File: src/rtl/core/arpm_ram.sv
// ----------------------------------------------------------------------------
// arpm_ram
// Generic simple dual-port RAM: one write port, one read port, registered read.
// ----------------------------------------------------------------------------
module arpm_ram #(
  parameter int unsigned WIDTH = 8,
  parameter int unsigned DEPTH = 64
) (
  input  logic                     clk,
  input  logic                     wr_en,
  input  logic [$clog2(DEPTH)-1:0] wr_addr,
  input  logic [WIDTH-1:0]         wr_data,
  input  logic                     rd_en,
  input  logic [$clog2(DEPTH)-1:0] rd_addr,
  output logic [WIDTH-1:0]         rd_data
);

  logic [WIDTH-1:0] mem [DEPTH];

  always_ff @(posedge clk) begin
    if (wr_en) begin
      mem[wr_addr] <= wr_data;
    end
    if (rd_en) begin
      rd_data <= mem[rd_addr];
    end
  end

endmodule

File: config.mk
export PLATFORM = sky130hd
export DESIGN_NAME = arpm_ram
export DESIGN_NICKNAME = d
export VERILOG_FILES = /design/src/rtl/core/arpm_ram.sv
export SDC_FILE = /design/constraint.sdc
export NUM_CORES = 1
export LEC_CHECK = 0
export ABC_CLOCK_PERIOD_IN_PS = 2890
export BUFFER_PORTS_ARGS = -buffer_cell sky130_fd_sc_hd__buf_4
export CORE_AREA = 3 3 214 216
export DETAILED_ROUTE_END_ITERATION = 8
export DIE_AREA = 0 0 217 219
export GPL_ROUTABILITY_DRIVEN = 0
export PLACE_DENSITY = 0.58
export SLEW_MARGIN = 20
export SYNTH_ARGS = -nofsm -noshare
export SYNTH_HDL_FRONTEND = slang
export SYNTH_SLANG_ARGS = --single-unit
export TNS_END_PERCENT = 100
File: constraint.sdc
create_clock -name clk -period 2.89 [get_ports clk]
set_clock_uncertainty 0.1 [all_clocks]
set_input_delay 0 -clock clk [delete_from_list [all_inputs] [get_ports clk]]
set_output_delay 0 -clock clk [all_outputs]
set_load 0.005 [all_outputs]
Word-level counts from Yosys, hierarchy flattened
Memories as Yosys holds them, arrays and structs flattened. A register that Yosys moved wholly into a read port is not among the register bits.
Cells that the tools add are included.

storage, ports and cells
  flip-flop bits (word level) = 0
  latch bits = 0
  memory bits (writable) = 512
  ROM bits = 0
  output and inout port bits = 8
  logic and storage cells = 3
  memories kept = 1

operators by class
  add/subtract/negate cells = 0
  multiply operators = 0
  divide/modulo/power cells = 0
  order comparisons = 0
  equal/unequal tests = 0
  shifts and indexed selects = 0
  mux-type cells = 2
  bitwise gates (word level) = 0
  reduce and logical (&&, ||, !) cells = 0

memories
  memory  depth  width  read ports  clocked after memory_dff  wr ports  line  source
  mem     64     8      1           1                         1         18    logic [WIDTH-1:0] mem [DEPTH];

operator list
  cell              number
  1-bit 2-to-1 mux  2

Longest topological paths before layout
Gate-level depths: netlist of run 1.

  depth after elaboration = 2
  mapped depth = 9
  gate-level depth less buffers = 5

Worst setup path before layout of run 1
OpenSTA, ideal clock, no wires.

  kind = register to register
  from = mem mem[29][4]
  to = reg rd_data[4] (read register of mem), data pin
  library setup time = 270 ps
  arrival time = 1,560 ps
  path slack = 960 ps
  stages on the path, launching flop included = 6
  path buffers = 0
  clock period less this slack = 1,930 ps
  path through = edfxtp_1 -> mux4_2 -> mux2_2 -> o221a_2 -> nor3_1 -> o32ai_1

RTL lines
  element          line  source
  start, declared  18
  end, declared    15    output logic [WIDTH-1:0] rd_data

Worst setup path after layout of run 1
  from = in wr_addr[5]
  to = mem mem[49][5], enable pin

RTL lines
  element          line  source
  start, declared  11    input logic [$clog2(DEPTH)-1:0] wr_addr,

Straight into the memory's write port.

==> results.toml, run 1 <==
[global_route]
overflow = 0
grtUsageMet3_pct = 3.23
grt_pass1_wl_microns = 68400
grt.busiest_layer = "met2"
antenna_found_initial = 2
grtUsageMet2_pct = 31.4
gr-usage-met1_pct = 29.0
grt_max_degree = 65
gr-usage-all-layers_pct = 19.8
grt_pass1_vias = 10100

[clock_network]
clk_latency_ps = 580
clkSinkCount = 520
cts_made_buffers = 51
path_clk_slew_ps = 60
cts_htree_levels = 2
root_buffer = "clkbuf_16"
cts_tree = "built"
cts_buffer_depth = 3
ctsResizeCount = 0

[worst_setup_path]
cp-start-kind = "input port"
critPathKind = "input port to flop"
cp-end-kind = "flop"
crit_required_ps = 3080
cp_max_fo = 7
cp.arrival_ps = 2580

[floorplan]
coreArea_sq_mm = 0.0441
die_area_sq_mm = 0.0475
fp-row-count = 77
initial_core_util_pct = 45.9
ios = 31
die_y_microns = 219
die_x_microns = 217

[place]
placed_cell_area_sq_mm = 0.0216
hpwl_microns = 27800
port_buffers = 30

[detailed_routing]
viasPerCell = 5.71
drc = 0
wl_per_cell_microns = 26.7
wl_microns = 45800
dr.pass1.iters = 5
antenna_left = 0
num_vias = 9773
drtIter0Drc = 1048

[synth]
synth_area_leaders = "edfxtp_1, mux4_2, nor2_1"
yosys_warnings = 0
ys_seq_area_share_pct = 77.1
synth_cell_types = 39
yosys.area.top_type = "edfxtp_1"
synthArstFlopShare_pct = 0
netlist_top_cells_count = "edfxtp_1, mux4_2, nor2_1"
synth_most_common_cell = "edfxtp_1"
syn_area_sq_mm = 0.0202
syn_nets = 963
synth_seq_cells = 520
synth_top_area_share_pct = 77.1
synth_area_per_cell_sq_um = 21.5
synthCells = 940
synth-edff-count = 520
synth_ff_type = "edfxtp_1"

[finish]
diodes = 0
final_nets = 1104
syn_to_final_growth_pct = 16.0
final_area_sq_mm = 0.0235
final_util_pct = 53.2
drive_above_1_share_pct = 29.6

[timing]
layout_min_cycle_time_ps = 2390
maxSlewViolCount = 0
hold_violations = 0
tightestPinTransition_ps = 920
maxSlewHeadroom_pct = 38.4
fin_crit_sh_pct = 82.7
fmax_mhz = 418
setup_viol = 0
rsz0062_at_grt = "no"
tns_ps = 0

[power]
ir_worst_vdd_mv = 0.407
p_per_area_mw_per_mm2 = 674
p_leak_nw = 7.48
intPower_mw = 12.6
p_sw_mw = 3.20
clock_power_share_pct = 42.0
p_comb_share_pct = 5.1
p_sw_share_pct = 20.2
seqPwrFrac_pct = 53.0

[hold_path]
hp-class = "input port to flop"

[outcome]
status = "finished, final reports clean"

[flow_run]
cap_violations = 0
==> final timing paths <==
kind / from / endpoint / slack, ps / depth (start not counted)
worst max-delay path: wr_addr[5] / mem[49][5]$_DFFE_PP_ / 500 / 7
worst min-delay path: wr_addr[4] / mem[7][6]$_DFFE_PP_ / 50 / 3
worst max register to register: mem[28][6]$_DFFE_PP_ / rd_data[6]$_DFFE_PP_ / 580 / 5
worst min register to register: mem[30][6]$_DFFE_PP_ / rd_data[6]$_DFFE_PP_ / 840 / 3
==> state kept, by name (all words and copies together), names as in the netlist <==
register and cells:
rd_data 8, mem 512
==> cells in the final DEF, fill, tap and decap left out, drive strengths merged, types with 2 or more instances in the layout <==
| cell | count |
|---|---|
| a2111oi | 2 |
| a211oi | 4 |
| a21oi | 3 |
| a221oi | 6 |
| a22oi | 3 |
| buf | 118 |
| bufinv | 7 |
| clkbuf | 62 |
| clkinv | 21 |
| clkinvlp | 3 |
| dlygate4sd3 | 20 |
| edfxtp | 520 |
| mux2 | 13 |
| mux2i | 23 |
| mux4 | 126 |
| nand2 | 19 |
| nand2b | 7 |
| nand3 | 13 |
| nand3b | 3 |
| nand4 | 2 |
| nor2 | 83 |
| nor2b | 14 |
| nor3 | 7 |
| nor4 | 2 |
| o2111ai | 3 |
| o21a | 2 |
| o21ai | 4 |
| o221a | 2 |
| o221ai | 8 |
| o22ai | 8 |
| o2bb2ai | 3 |
| o32ai | 2 |
| o41ai | 2 |
==> metrics by stage <==
step           cells  hold WS [ps]  worst slack [ps]  power [mW]
2_1_floorplan    940         -1.13               960        8.98
3_3_place_gp    1600           273               271        9.34
3_5_place_dp    1600           259               296        9.34
4_1_cts         1712          23.3               458        16.0
5_1_grt         1712          50.9               327        16.4
6_report        1712          52.7               499        15.8
==> critical path, stage by stage <==
cell and delay [ps]:
dlygate4sd3_1 520, buf_4 150, nor2b_1 340, nand4_1 190, dlygate4sd3_1 620, nor3_1 490, buf_4 270
==> per-layer routing <==
metal	up-vias	routed length (microns)
li1	4211	-
met1	5176	20100
met2	308	21800
met3	76	2760
met4	2	1090
met5	-	9
==> final cells by class <==
cell class / instances / area (sq um)
clock inverter: 31 / 322
multi-input combinational: 369 / 4320
tap: 592 / 741
clock buffer: 61 / 1360
fill: 3485 / 20600
timing repair buffer: 139 / 1140
sequential: 520 / 15600
==> cell families after synthesis <==
group                  share of synthesized area [%]
AO/OA/AOI/OAI                                   2.06
multiplexers                                    15.9
buffers and inverters                           1.56
AND/OR/NAND/NOR                                 3.37
flip-flops                                      77.1
==> power groups by stage <==
stage / sequential, mW / combinational, mW / clock (mW)
after CTS: 8.39 / 0.815 / 6.79
final: 8.39 / 0.802 / 6.65
after floorplan: 8.54 / 0.445 / 0
after global placement: 8.55 / 0.790 / 0
after global routing: 8.39 / 0.862 / 7.13
after detailed placement: 8.55 / 0.796 / 0
==> timing repair <==
| item | 4_1_cts | 5_1_grt |
|---|---|---|
| hold buffers | 20 | 0 |
| endpoints found under the hold margin | 582 | 0 |
| buffers inserted | 0 | 0 |
Power figures use the tool's default switching activity.
==> run 2, diff against run 1 <==
--- a/config.mk
+++ b/config.mk
@@ -5,13 +5,14 @@
 export SDC_FILE = /design/constraint.sdc
 export NUM_CORES = 1
 export LEC_CHECK = 0
-export ABC_CLOCK_PERIOD_IN_PS = 2890
+export ABC_AREA = 1
+export ABC_CLOCK_PERIOD_IN_PS = 2000
 export BUFFER_PORTS_ARGS = -buffer_cell sky130_fd_sc_hd__buf_4
-export CORE_AREA = 3 3 214 216
+export CORE_AREA = 3 3 220 222
 export DETAILED_ROUTE_END_ITERATION = 8
-export DIE_AREA = 0 0 217 219
+export DIE_AREA = 0 0 223 225
 export GPL_ROUTABILITY_DRIVEN = 0
-export PLACE_DENSITY = 0.58
+export PLACE_DENSITY = 0.6
 export SLEW_MARGIN = 20
 export SYNTH_ARGS = -nofsm -noshare
 export SYNTH_HDL_FRONTEND = slang
==> constraint.sdc (replaced) <==
create_clock -name clk -period 2 [get_ports clk]
set_clock_uncertainty 0.1 [all_clocks]
set_input_delay 0 -clock clk [delete_from_list [all_inputs] [get_ports clk]]
set_output_delay 0 -clock clk [all_outputs]
set_load 0.005 [all_outputs]
==> run 2 against run 1 <==
Sequential cell count unchanged. Via count rose by 44%. Clock-buffer cell count up 1. Area after synthesis up 5.8%. Sequential share of layout area shrank 2.9 points. Sequential power increased by 44%. Worst setup slack worse by 140 ps. Highest routed layer unchanged. Register-to-register slack got worse by 220 ps. Core utilization down 0.46 points. Cell count rose by 49%. Synthesized cell count rose by 92%.
==> results.toml, run 2 <==
[synth]
synth_ff_type = "edfxtp_1"
synth_most_common_cell = "nand2_1"
synth_seq_cells = 520
synth_area_per_cell_sq_um = 11.9
ys_seq_area_share_pct = 72.9
synth_area_leaders = "edfxtp_1, nand2_1, nand3_1"
yosys.area.top_type = "edfxtp_1"
synth_cell_types = 15
synth-edff-count = 520
netlist_top_cells_count = "nand2_1, edfxtp_1, nand3_1"
synth_top_area_share_pct = 72.9
syn_nets = 1828
synthCells = 1805
synthArstFlopShare_pct = 0
syn_area_sq_mm = 0.0214
yosys_warnings = 0

[timing]
maxSlewHeadroom_pct = 31.1
setup_viol = 0
tns_ps = 0
fin_crit_sh_pct = 82.1
maxSlewViolCount = 0
hold_violations = 0
setup_ws_ps = 358
tightestPinTransition_ps = 1030
fmax_mhz = 609
layout_min_cycle_time_ps = 1640
rsz0062_at_grt = "no"

[floorplan]
initial_core_util_pct = 46.0
ios = 31
die_area_sq_mm = 0.0502
die_y_microns = 225
coreArea_sq_mm = 0.0466
die_x_microns = 223
fp-row-count = 79

[global_route]
grt_max_degree = 129
gr-usage-all-layers_pct = 22.0
overflow = 0
antenna_found_initial = 3
grt_pass1_wl_microns = 84000
grt_pass1_vias = 13700

[clock_network]
clkSinkCount = 520
cts_buffer_depth = 3
cts_htree_levels = 2
ctsResizeCount = 0
cts_setup_buffers = 0
path_clk_slew_ps = 60
cts_made_buffers = 54
cts_tree = "built"
root_buffer = "clkbuf_16"
clk_latency_ps = 600

[power]
seqPwrFrac_pct = 52.0
p_comb_share_pct = 6.5
p_per_area_mw_per_mm2 = 949
intPower_mw = 18.1
p_leak_nw = 8.95
p_sw_mw = 5.24
clock_power_share_pct = 41.5
power_mw = 23.3
ir_worst_vdd_mv = 0.584
p_sw_share_pct = 22.5

[detailed_routing]
drc = 0
dr.pass1.iters = 5
viasPerCell = 5.49
num_vias = 14000
drtIter0Drc = 1568
antenna_left = 0
wl_microns = 54800
wl_per_cell_microns = 21.4

[finish]
largest_reg_flops = 512
drive_above_1_share_pct = 11.3
syn_to_final_growth_pct = 14.7
multi_input_area_sq_mm = 0.00495
max_flop_register = "mem"
final_nets = 1927
fin_cells = 2557
n_fill_cell = 3933
regArea_sq_mm = 0.0156
reg.largest.list = "mem (512), rd_data (8)"
final_area_sq_mm = 0.0246
final_common_cell = "nand2_1"
layout_common_cells = "nand2_1, edfxtp_1, nand3_1"

[place]
dp_cells = 2440
hpwl_microns = 32300
placed_cell_area_sq_mm = 0.0227
port_buffers = 30
preCtsSetupSlack_ps = 126

[worst_setup_path]
cp_max_fo = 1
cp-start-kind = "flop"
crit_required_ps = 2250
critPathKind = "flop to flop"
cp.arrival_ps = 1890
cp-end-kind = "flop"

[hold_path]
hp-class = "input port to flop"

[outcome]
status = "finished, final reports clean"

[flow_run]
cap_violations = 0
==> run 2: per-layer routing <==
| layer | wire length [microns] | part of all wire, % | track usage [%] |
|---|---|---|---|
| met5 | 27 | 0.049 | 0 |
| met4 | 1590 | 2.9 | 7.22 |
| met3 | 4380 | 8.0 | 3.60 |
| met2 | 25200 | 46 | 34.3 |
| met1 | 23500 | 43 | 31.9 |
==> run 2: cells by family after synthesis <==
family                 Yosys count  synth area share, %
buffers and inverters          125                 4.01
flip-flops                     520                 72.9
AND/OR/NAND/NOR               1160                 23.1
==> run 2: critical path, cell delays in order (launching register included) <==
cell and delay (ps):
edfxtp_1 350, nand2_1 70, nand3_1 110, nand3_1 130, nand2_1 80, nand2_1 60
nand3_1 170, nand3_1 230, nand2_1 70
==> run 2: power groups by stage <==
| stage | Combinational, mW | Sequential, mW | Clock, mW |
|---|---|---|---|
| finish | 1.51 | 12.1 | 9.67 |
| global route | 1.66 | 12.1 | 10.3 |
| CTS | 1.52 | 12.1 | 9.84 |
| detailed placement | 1.49 | 12.3 | 0 |
| global placement | 1.48 | 12.3 | 0 |
| floorplan | 0.848 | 12.3 | 0 |
==> run 2: area by class of cell <==
cell class | instances | area share (%)
well taps | 607 | 3.09
clock inverters | 39 | 1.23
clock buffers | 62 | 5.71
repair buffers | 156 | 6.06
inverters | 12 | 0.214
flip-flops and latches | 520 | 63.6
diodes | 1 | 0.0102
multi-input cells | 1160 | 20.1
==> run 2: final timing paths <==
path                         from  slack, ps                   end  depth (start not counted)
max          mem[55][3]$_DFFE_PP_        360  rd_data[3]$_DFFE_PP_                          8
min                    wr_addr[3]         30  mem[60][6]$_DFFE_PP_                          3
max reg2reg  mem[55][3]$_DFFE_PP_        360  rd_data[3]$_DFFE_PP_                          8
min reg2reg  mem[20][5]$_DFFE_PP_        780  rd_data[5]$_DFFE_PP_                          8
==> run 2: what timing repair did <==
action                                 CTS  global route
hold buffers                            15             0
setup endpoints to repair                0             0
endpoints found under the hold margin  536             0
==> run 2: stage by stage <==
| stage | hold slack, ps | util [%] |
|---|---|---|
| 2_1_floorplan | -1.13 | - |
| 4_1_cts | 1.32 | 52.8 |
| 3_3_place_gp | 229 | 48.8 |
| 5_1_grt | 23.2 | 52.8 |
| 6_report | 30.9 | 52.8 |
| 3_5_place_dp | 228 | 48.8 |
